[src/bdpt_pkg.sv]
// Package for the button debounce and press timer block.
// Holds pin mask, register indexes, reset values and shared widths; no dependencies.
`default_nettype none

package bdpt_pkg;

	// Pin count of the sampled port and the pins that carry buttons.
	localparam int unsigned PIN_COUNT = 16;
	localparam logic [PIN_COUNT-1:0] PIN_MASK = 16'h1F1F;

	// Pins at or above this index belong to the second column.
	localparam int unsigned PIN_SPLIT = 8;

	// Widths of the payload and register fields.
	localparam int unsigned TIME_W = 32;
	localparam int unsigned COL_W = 8;
	localparam int unsigned ROW_W = 3;
	localparam int unsigned CFG_W = 16;
	localparam int unsigned CFG_IDX_W = 2;

	// Configuration register indexes.
	typedef enum logic [CFG_IDX_W-1:0] {
		CFG_POLL_INTERVAL = 2'd0,
		CFG_DEBOUNCE_TIME = 2'd1,
		CFG_FIRST_COLUMN  = 2'd2
	} cfg_idx_t;

	// Register values after reset.
	localparam logic [15:0] POLL_INTERVAL_RST = 16'd10;
	localparam logic [15:0] DEBOUNCE_TIME_RST = 16'd30;
	localparam logic [COL_W-1:0] FIRST_COLUMN_RST = 8'd0;

	// One button coordinate.
	typedef struct packed {
		logic [COL_W-1:0] column;
		logic [ROW_W-1:0] row;
	} coord_t;

endpackage

`default_nettype wire

[src/button_debounce_press_timer.sv]
// Top level of the button debounce and press timer block.
// Depends on bdpt_pkg for constants, register indexes and the coordinate type.
`default_nettype none

// Takes one timestamped sample of a 16-pin active-low port per transfer and returns
// exactly one result per sample. A new sample can be taken in every clock cycle while
// the result side does not stall. The sample first lands in an input register, then the
// poll and debounce checks and the scan over the ten button pins run in one pass of
// logic into the result register, from which the result is presented. While the result
// side stalls, the input register holds one more sample and then the input stalls.
// Configuration writes are taken in any cycle and must only happen while no sample
// is in flight. Column and row of an idle coordinate read as zero, and the duration
// is zero unless a press is being timed or has just ended.
module button_debounce_press_timer (
	input  wire logic                          clk,
	input  wire logic                          arst_n,
	// Configuration write port.
	input  wire logic                          cfg_we,
	input  wire logic [bdpt_pkg::CFG_IDX_W-1:0] cfg_index,
	input  wire logic [bdpt_pkg::CFG_W-1:0]     cfg_data,
	// Input channel.
	input  wire logic                          in_valid,
	output logic                               in_stall,
	input  wire logic [bdpt_pkg::TIME_W-1:0]    time_ms,
	input  wire logic [15:0]                   gpio_levels,
	input  wire logic                          read_ok,
	// Output channel.
	output logic                               out_valid,
	input  wire logic                          out_stall,
	output logic                               held_valid,
	output logic [bdpt_pkg::COL_W-1:0]          held_column,
	output logic [bdpt_pkg::ROW_W-1:0]          held_row,
	output logic                               released_valid,
	output logic [bdpt_pkg::COL_W-1:0]          released_column,
	output logic [bdpt_pkg::ROW_W-1:0]          released_row,
	output logic [bdpt_pkg::TIME_W-1:0]         duration_ms
);
	import bdpt_pkg::*;

	// Configuration registers.
	logic [15:0]      poll_interval_q;
	logic [15:0]      debounce_time_q;
	logic [COL_W-1:0] first_column_q;

	// Debounce and press tracking state.
	logic [PIN_COUNT-1:0] raw_sample_q;
	logic [PIN_COUNT-1:0] stable_sample_q;
	logic [TIME_W-1:0]    last_poll_time_q;
	logic [TIME_W-1:0]    last_change_time_q;
	logic                 pressed_valid_q;
	coord_t               pressed_q;
	logic [TIME_W-1:0]    press_start_time_q;

	// Input register.
	logic                 valid_s1;
	logic [TIME_W-1:0]    time_s1;
	logic [15:0]          levels_s1;
	logic                 ok_s1;

	// Result register.
	logic                 out_valid_q;
	logic                 held_valid_q;
	coord_t               held_q;
	logic                 released_valid_q;
	coord_t               released_q;
	logic [TIME_W-1:0]    duration_q;

	// Handshake control.
	logic in_xfer;
	logic s1_go;

	// Single-pass evaluation signals.
	logic [TIME_W-1:0]    since_poll;
	logic [TIME_W-1:0]    since_change;
	logic [TIME_W-1:0]    since_press;
	logic                 poll_due;
	logic                 sampled;
	logic [PIN_COUNT-1:0] sample;
	logic                 changed;
	logic                 steady;
	logic                 upd;
	logic                 hold_report;
	logic [PIN_COUNT-1:0] pressed_bits;
	logic [PIN_COUNT-1:0] released_bits;
	logic                 scan_hv;
	coord_t               scan_held;
	logic                 scan_rv;
	coord_t               scan_released;
	logic                 scan_pv;
	coord_t               scan_pressed;
	logic                 scan_fresh;
	logic                 scan_dur_old;
	coord_t               pin_c;
	logic                 res_hv;
	coord_t               res_held;
	logic                 res_rv;
	coord_t               res_released;
	logic [TIME_W-1:0]    res_dur;

	// The input register moves on whenever the result register is free or draining.
	assign s1_go    = valid_s1 && (!out_valid_q || !out_stall);
	assign in_stall = valid_s1 && !s1_go;
	assign in_xfer  = in_valid && !in_stall;

	// Configuration writes; an index past the list is ignored.
	always_ff @(posedge clk or negedge arst_n) begin
		if (!arst_n) begin
			poll_interval_q <= POLL_INTERVAL_RST;
			debounce_time_q <= DEBOUNCE_TIME_RST;
			first_column_q  <= FIRST_COLUMN_RST;
		end else if (cfg_we) begin
			unique case (cfg_index)
				CFG_POLL_INTERVAL: poll_interval_q <= cfg_data;
				CFG_DEBOUNCE_TIME: debounce_time_q <= cfg_data;
				CFG_FIRST_COLUMN:  first_column_q  <= cfg_data[COL_W-1:0];
				default: ;
			endcase
		end
	end

	// Input register: valid bit under reset, payload loads on each transfer.
	always_ff @(posedge clk or negedge arst_n) begin
		if (!arst_n) begin
			valid_s1 <= 1'b0;
		end else if (in_xfer) begin
			valid_s1 <= 1'b1;
		end else if (s1_go) begin
			valid_s1 <= 1'b0;
		end
	end

	always_ff @(posedge clk) begin
		if (in_xfer) begin
			time_s1   <= time_ms;
			levels_s1 <= gpio_levels;
			ok_s1     <= read_ok;
		end
	end

	// Poll and debounce checks with wrapping time differences.
	always_comb begin
		since_poll   = time_s1 - last_poll_time_q;
		since_change = time_s1 - last_change_time_q;
		since_press  = time_s1 - press_start_time_q;
		poll_due     = since_poll >= {{(TIME_W-16){1'b0}}, poll_interval_q};
		sampled      = poll_due && ok_s1;
		sample       = ~levels_s1 & PIN_MASK;
		changed      = sample != raw_sample_q;
		steady       = since_change >= {{(TIME_W-16){1'b0}}, debounce_time_q};
		upd          = sampled && !changed && steady && (stable_sample_q != raw_sample_q);
		hold_report  = sampled && !changed && steady && (stable_sample_q == raw_sample_q)
			&& pressed_valid_q;
		pressed_bits  = raw_sample_q & ~stable_sample_q & PIN_MASK;
		released_bits = stable_sample_q & ~raw_sample_q & PIN_MASK;
	end

	// Ascending scan over the button pins; later pins overwrite earlier reports.
	// A fresh press restarts the timer at the current time, so a release that
	// matches it in the same scan reports zero duration.
	always_comb begin
		scan_hv       = 1'b0;
		scan_held     = '0;
		scan_rv       = 1'b0;
		scan_released = '0;
		scan_pv       = pressed_valid_q;
		scan_pressed  = pressed_q;
		scan_fresh    = 1'b0;
		scan_dur_old  = 1'b0;
		pin_c         = '0;
		for (int i = 0; i < PIN_COUNT; i++) begin
			if (PIN_MASK[i]) begin
				if (i < PIN_SPLIT) begin
					pin_c.column = first_column_q;
					pin_c.row    = ROW_W'(i);
				end else begin
					pin_c.column = first_column_q + COL_W'(1);
					pin_c.row    = ROW_W'(i - PIN_SPLIT);
				end
				if (pressed_bits[i]) begin
					scan_pv      = 1'b1;
					scan_pressed = pin_c;
					scan_fresh   = 1'b1;
					scan_hv      = 1'b1;
					scan_held    = pin_c;
					scan_dur_old = 1'b0;
				end
				if (released_bits[i]) begin
					scan_rv       = 1'b1;
					scan_released = pin_c;
					if (scan_pv && (pin_c == scan_pressed)) begin
						scan_dur_old = !scan_fresh;
						scan_pv      = 1'b0;
						scan_pressed = '0;
					end
				end
			end
		end
	end

	// Result selection: scan outcome, held report, or all zero.
	always_comb begin
		res_hv       = 1'b0;
		res_held     = '0;
		res_rv       = 1'b0;
		res_released = '0;
		res_dur      = '0;
		if (upd) begin
			res_hv       = scan_hv;
			res_held     = scan_held;
			res_rv       = scan_rv;
			res_released = scan_released;
			res_dur      = scan_dur_old ? since_press : '0;
		end else if (hold_report) begin
			res_hv   = 1'b1;
			res_held = pressed_q;
			res_dur  = since_press;
		end
	end

	// State update when the sample leaves the input register and a poll is due.
	always_ff @(posedge clk or negedge arst_n) begin
		if (!arst_n) begin
			raw_sample_q       <= '0;
			stable_sample_q    <= '0;
			last_poll_time_q   <= '0;
			last_change_time_q <= '0;
			pressed_valid_q    <= 1'b0;
			pressed_q          <= '0;
			press_start_time_q <= '0;
		end else if (s1_go && poll_due) begin
			last_poll_time_q <= time_s1;
			if (ok_s1 && changed) begin
				raw_sample_q       <= sample;
				last_change_time_q <= time_s1;
			end
			if (upd) begin
				stable_sample_q <= raw_sample_q;
				pressed_valid_q <= scan_pv;
				pressed_q       <= scan_pressed;
				if (scan_fresh) begin
					press_start_time_q <= time_s1;
				end
			end
		end
	end

	// Result register.
	always_ff @(posedge clk or negedge arst_n) begin
		if (!arst_n) begin
			out_valid_q <= 1'b0;
		end else if (s1_go) begin
			out_valid_q <= 1'b1;
		end else if (!out_stall) begin
			out_valid_q <= 1'b0;
		end
	end

	always_ff @(posedge clk) begin
		if (s1_go) begin
			held_valid_q     <= res_hv;
			held_q           <= res_held;
			released_valid_q <= res_rv;
			released_q       <= res_released;
			duration_q       <= res_dur;
		end
	end

	assign out_valid       = out_valid_q;
	assign held_valid      = held_valid_q;
	assign held_column     = held_q.column;
	assign held_row        = held_q.row;
	assign released_valid  = released_valid_q;
	assign released_column = released_q.column;
	assign released_row    = released_q.row;
	assign duration_ms     = duration_q;

	// A sample in the input register reaches an empty result register next cycle.
	a_s1_to_out: assert property (@(posedge clk) disable iff (!arst_n)
		(valid_s1 && !out_valid_q) |=> out_valid)
		else $error("sample did not reach the result register");

	// The input side only stalls while it holds a sample.
	a_stall_holds: assert property (@(posedge clk) disable iff (!arst_n)
		in_stall |-> valid_s1)
		else $error("input stalled with an empty input register");

	// A nonzero duration always comes with a reported button.
	a_dur_with_button: assert property (@(posedge clk) disable iff (!arst_n)
		(out_valid && duration_ms != '0) |-> (held_valid || released_valid))
		else $error("duration reported without a button");

	// No tracked press leaves a cleared coordinate.
	a_idle_coord: assert property (@(posedge clk) disable iff (!arst_n)
		!pressed_valid_q |-> (pressed_q == '0))
		else $error("tracked coordinate set without a press");

	// The stable state changes only on a debounced update.
	a_stable_only_on_upd: assert property (@(posedge clk) disable iff (!arst_n)
		!(s1_go && poll_due && upd) |=> $stable(stable_sample_q))
		else $error("stable state changed without a debounced update");

endmodule

`default_nettype wire
[config.mk]
export PLATFORM = sky130hd
export DESIGN_NAME = button_debounce_press_timer
export DESIGN_NICKNAME = d
export VERILOG_FILES = /design/src/bdpt_pkg.sv /design/src/button_debounce_press_timer.sv
export SDC_FILE = /design/constraint.sdc
export NUM_CORES = 1
export LEC_CHECK = 0
export BUFFER_PORTS_ARGS = -buffer_cell sky130_fd_sc_hd__buf_2
export CAP_MARGIN = 20
export CORE_MARGIN = 2
export CORE_UTILIZATION = 55
export CTS_CLUSTER_SIZE = 40
export DETAILED_ROUTE_END_ITERATION = 8
export PLACE_DENSITY = 0.7
export SLEW_MARGIN = 40
export SYNTH_ARGS = -nofsm -noshare
export SYNTH_HDL_FRONTEND = slang
export SYNTH_SLANG_ARGS = --single-unit
[constraint.sdc]
create_clock -name clk -period 18.4 [get_ports clk]
set_input_delay 2.76 -clock clk [delete_from_list [all_inputs] [get_ports clk]]
set_output_delay 2.76 -clock clk [all_outputs]
set_load 0.005 [all_outputs]
==> key figures <==
Outcome
  – Status: complete, no violations

CTS
  – CTS tree: yes
  – Post-CTS sizing: 0
  – Clock Sinks: 269
  – Clk buf depth: 3
  – Root Buffer: clkbuf_16
  – H-Tree Depth: 1
  – CTS Buf Count: 31
  – Clock latency on the worst-skew pair: around 0.61 ns
  – Total setup buffers inserted after CTS: 0
  – CTS clk-pin slew, worst paths: 0.07 ns
  – Post-CTS Hold Fix Bufs: 0

Synthesis
  – Post-synth EDFFs: 99
  – Async SR Flop Fraction: approximately 63%
  – Seq/Total Area, Yosys: 38.6%
  – Yosys reg bits: approximately 270
  – Synth warnings: 0
  – Mapped Nets: 2,302
  – Synthesized instance count: between 2,000 and 2,500
  – Netlist Area Pre-Place: 18,800 um2
  – Cell variety after synth: 109
  – Synth Area per Inst: 9.01 um2
  – Synth Flop Type: dfrtp_1

Worst setup path
  – Crit path DAT: ~9.3 ns
  – R2R Setup Slk: 9.53 ns
  – CP Launch Type: flop
  – Worst Path Buf+Inv: 1
  – Delay-heaviest family, CP: compound AO/OA/AOI/OAI gates
  – WP data required: 18.85 ns
  – Worst r2r path cells: 33
  – Most Frequent Cell on Critical Path: o21ai_0
  – Critical path class: flop to flop
  – CP startpoint: time_s1[1]$_DFFE_PP_
  – Worst Setup EP: press_start_time_q[31]$_DFFE_PN0P_
  – RR Endpoint: press_start_time_q[31]$_DFFE_PN0P_
  – Critical path depth: 33
  – Crit-path max FO: 28
  – Worst path max stage delay: 0.58 ns
  – Crit path capture type: flop
  – Slowest-stage cell, CP: edfxtp_1
  – Reg2reg start: time_s1[1]$_DFFE_PP_

STA
  – Setup Viol. Count Final: 0
  – RSZ-0062 raised after global routing: false
  – Max Slew Vio Count: 0
  – Fmax achieved: 113 MHz
  – Worst relative slew slack: 43.4%
  – Fin crit share: 48.2%
  – Minimum clock period: 8.87 ns
  – Worst-margin pin slew: roughly 0.85 ns
  – Fin. Hold Viols: 0
  – Clk_skew: 0.0387 ns
  – Post-route setup slack: 9.53 ns
  – Setup TNS: 0 ns

Placed design
  – Routability cong.: around 0.97
  – Worst slack, placed: 9.78 ns
  – Hpwl dp: 41,100 um
  – Port Buffers: approximately 120

Floorplan
  – # rows: 67
  – Core area: roughly 34,000 um2
  – Initial core utilization: a little under three fifths
  – Chip height: between 150 and 200 um
  – Ports: 130
  – Horiz. Die Dim: 189 um
  – Die area: 35,600 um2

Pwr
  – Leak: 9.18 nW
  – Max IR drop VDD: 0.0000885 V
  – PwrDens: 107 nW/um2
  – Total power draw: 2.23 mW

Detailed routing
  – Vias per cell: 5.97
  – Iter 0 DRT Violations: between 1,000 and 1,500
  – DR pass1 iterations: 5
  – DR vias: 15,880
  – ANT nets after route: 0
  – # DRC: 0
  – DRT Wirelength: 54,500 um
  – Drt wl/cell: 20.5 um

Flow run
  – Max cap viols: 0

GRT
  – Largest net degree at the start of global routing: 67
  – Vias in the first global route: 15,672
  – Top Usage Layer GRT: met2
  – Initial antenna violation count: 0
  – Met3 Use GR: 3.07%
  – GRT Total Usage: approximately 31%
  – Remaining global-route overflow: 0
  – GR Layer Usage met1: 39.6%
  – Met2 GRT Util: 52.0%
  – First-pass GRT wire length: 86,100 um

Cells and area
  – Leading cell type in the layout, fill and taps excluded: inv_1
  – Fraction of layout instances using a drive strength above 1: 14.7%
  – Commonest cells after routing, fill and taps aside: 212 x inv_1, 210 x nand2_1, 199 x o21ai_0, 167 x nor2_1, 164 x dfrtp_1
  – Fillcell total: 2,890
  – Synthesis-to-finish area growth: 11.6%
  – Diode count: 0
  – Final nets: 2,407
  – Register area: 7230 um2
  – Multi-input gate area: 10,400 um2

Hold path
  – Worst hold path class: flop to flop
  – HP Start: levels_s1[8]$_DFFE_PP_
-- logic make-up after synthesis --
| logic type | count (synthesis) | synth area share, % |
|---|---|---|
| flops | 269 | 38.6 |
| fa+ha+maj | 149 | 10.1 |
| compound gates | 603 | 21.7 |
| simple gates | 628 | 16.1 |
| buf+inv | 289 | 6.03 |
| mux | 70 | 4.15 |
| xor+xnor | 73 | 3.41 |
-- state kept, by name, indices dropped and copies added (netlist names), 10 cells and up --
name,flops
last_poll_time_q,32
time_s1,32
last_change_time_q,32
stable_sample_q,10
debounce_time_q,16
pressed_q,11
raw_sample_q,10
levels_s1,10
duration_ms,32
press_start_time_q,32
poll_interval_q,16
-- worst reg2reg max path, delay by kind of cell, from the launching register on --
| family | cells | cell delay, ns |
|---|---|---|
| xor gates and xnor gates | 1 | 0.09 |
| adders and majority gates | 2 | 0.57 |
| muxes | 1 | 0.41 |
| and+or+nand+nor | 8 | 2.28 |
| AOI/OAI and AO/OA | 20 | 4.36 |
| buffers and inverters | 1 | 0.41 |
| DFF | 1 | 0.58 |
-- cells in the mapped netlist (all sizes together), types with 8 or more instances --
cell / instances / area, um2
nor2b: 33 / 214
buf: 20 / 121
and3: 26 / 164
inv: 212 / 796
a21o: 36 / 270
o21bai: 9 / 67.6
a31oi: 24 / 171
ha: 146 / 1830
nand4: 12 / 75.1
mux2i: 8 / 80.1
o2111ai: 9 / 85.1
o211ai: 8 / 65.1
o31ai: 19 / 156
xnor2: 51 / 447
o21ai: 212 / 1070
or3: 9 / 61.3
o21a: 19 / 143
nand2b: 26 / 163
edfxtp: 99 / 2970
a211oi: 13 / 103
a211o: 8 / 70.1
xor2: 22 / 193
nand3: 37 / 190
nor4: 15 / 121
a22oi: 17 / 128
nor3: 45 / 270
nand2: 211 / 795
and2: 14 / 87.6
dfrtp: 164 / 4100
a21oi: 111 / 571
mux2: 62 / 698
clkbuf: 55 / 206
nor2: 169 / 644
a21boi: 14 / 105
-- worst min-delay path by stage --
| stage | endpoint | cells after the start | slack (ns) |
|---|---|---|---|
| finish | raw_sample_q[8]$_DFFE_PN0P_ | 1 | 0.49 |
| global route | press_start_time_q[25]$_DFFE_PN0P_ | 1 | 0.52 |
| CTS | raw_sample_q[8]$_DFFE_PN0P_ | 1 | 0.49 |
| detailed placement | out_valid$_DFFE_PN0P_ | 1 | 0.48 |
| global placement | raw_sample_q[8]$_DFFE_PN0P_ | 1 | 0.47 |
| floorplan | out_valid$_DFFE_PN0P_ | 1 | 0.45 |
-- final cells by class --
type,instances,share of cell area [%]
flip-flops and latches,269,34.6
well taps,448,2.68
clock buffers,41,4.08
clock inverters,17,1.08
multi-input cells,1523,49.8
repair buffers,147,3.90
inverters,214,3.84
-- layer usage --
layer	part of all wire [%]	up-vias
met5	0	-
met4	5.3	0
met3	4.8	142
met2	47	501
met1	43	7563
li1	-	7674
-- per-stage QoR --
stage | instances | hold WS, ns | area, um2 | util [%]
after floorplan | 2081 | 0.449 | 18800 | -
after global placement | 2598 | 0.471 | 19800 | 59.0
after detailed placement | 2601 | 0.477 | 19800 | 59.2
after CTS | 2659 | 0.489 | 20900 | 62.4
after global routing | 2659 | 0.518 | 20900 | 62.4
final | 2659 | 0.486 | 20900 | 62.4
-- report_power, final --
group / total, mW / internal, mW / switching, mW
combinational: 0.849 / 0.321 / 0.528
sequential: 0.738 / 0.689 / 0.0491
clock: 0.645 / 0.386 / 0.259
total: 2.23 / 1.40 / 0.836
Power figures use the tool's default switching activity.
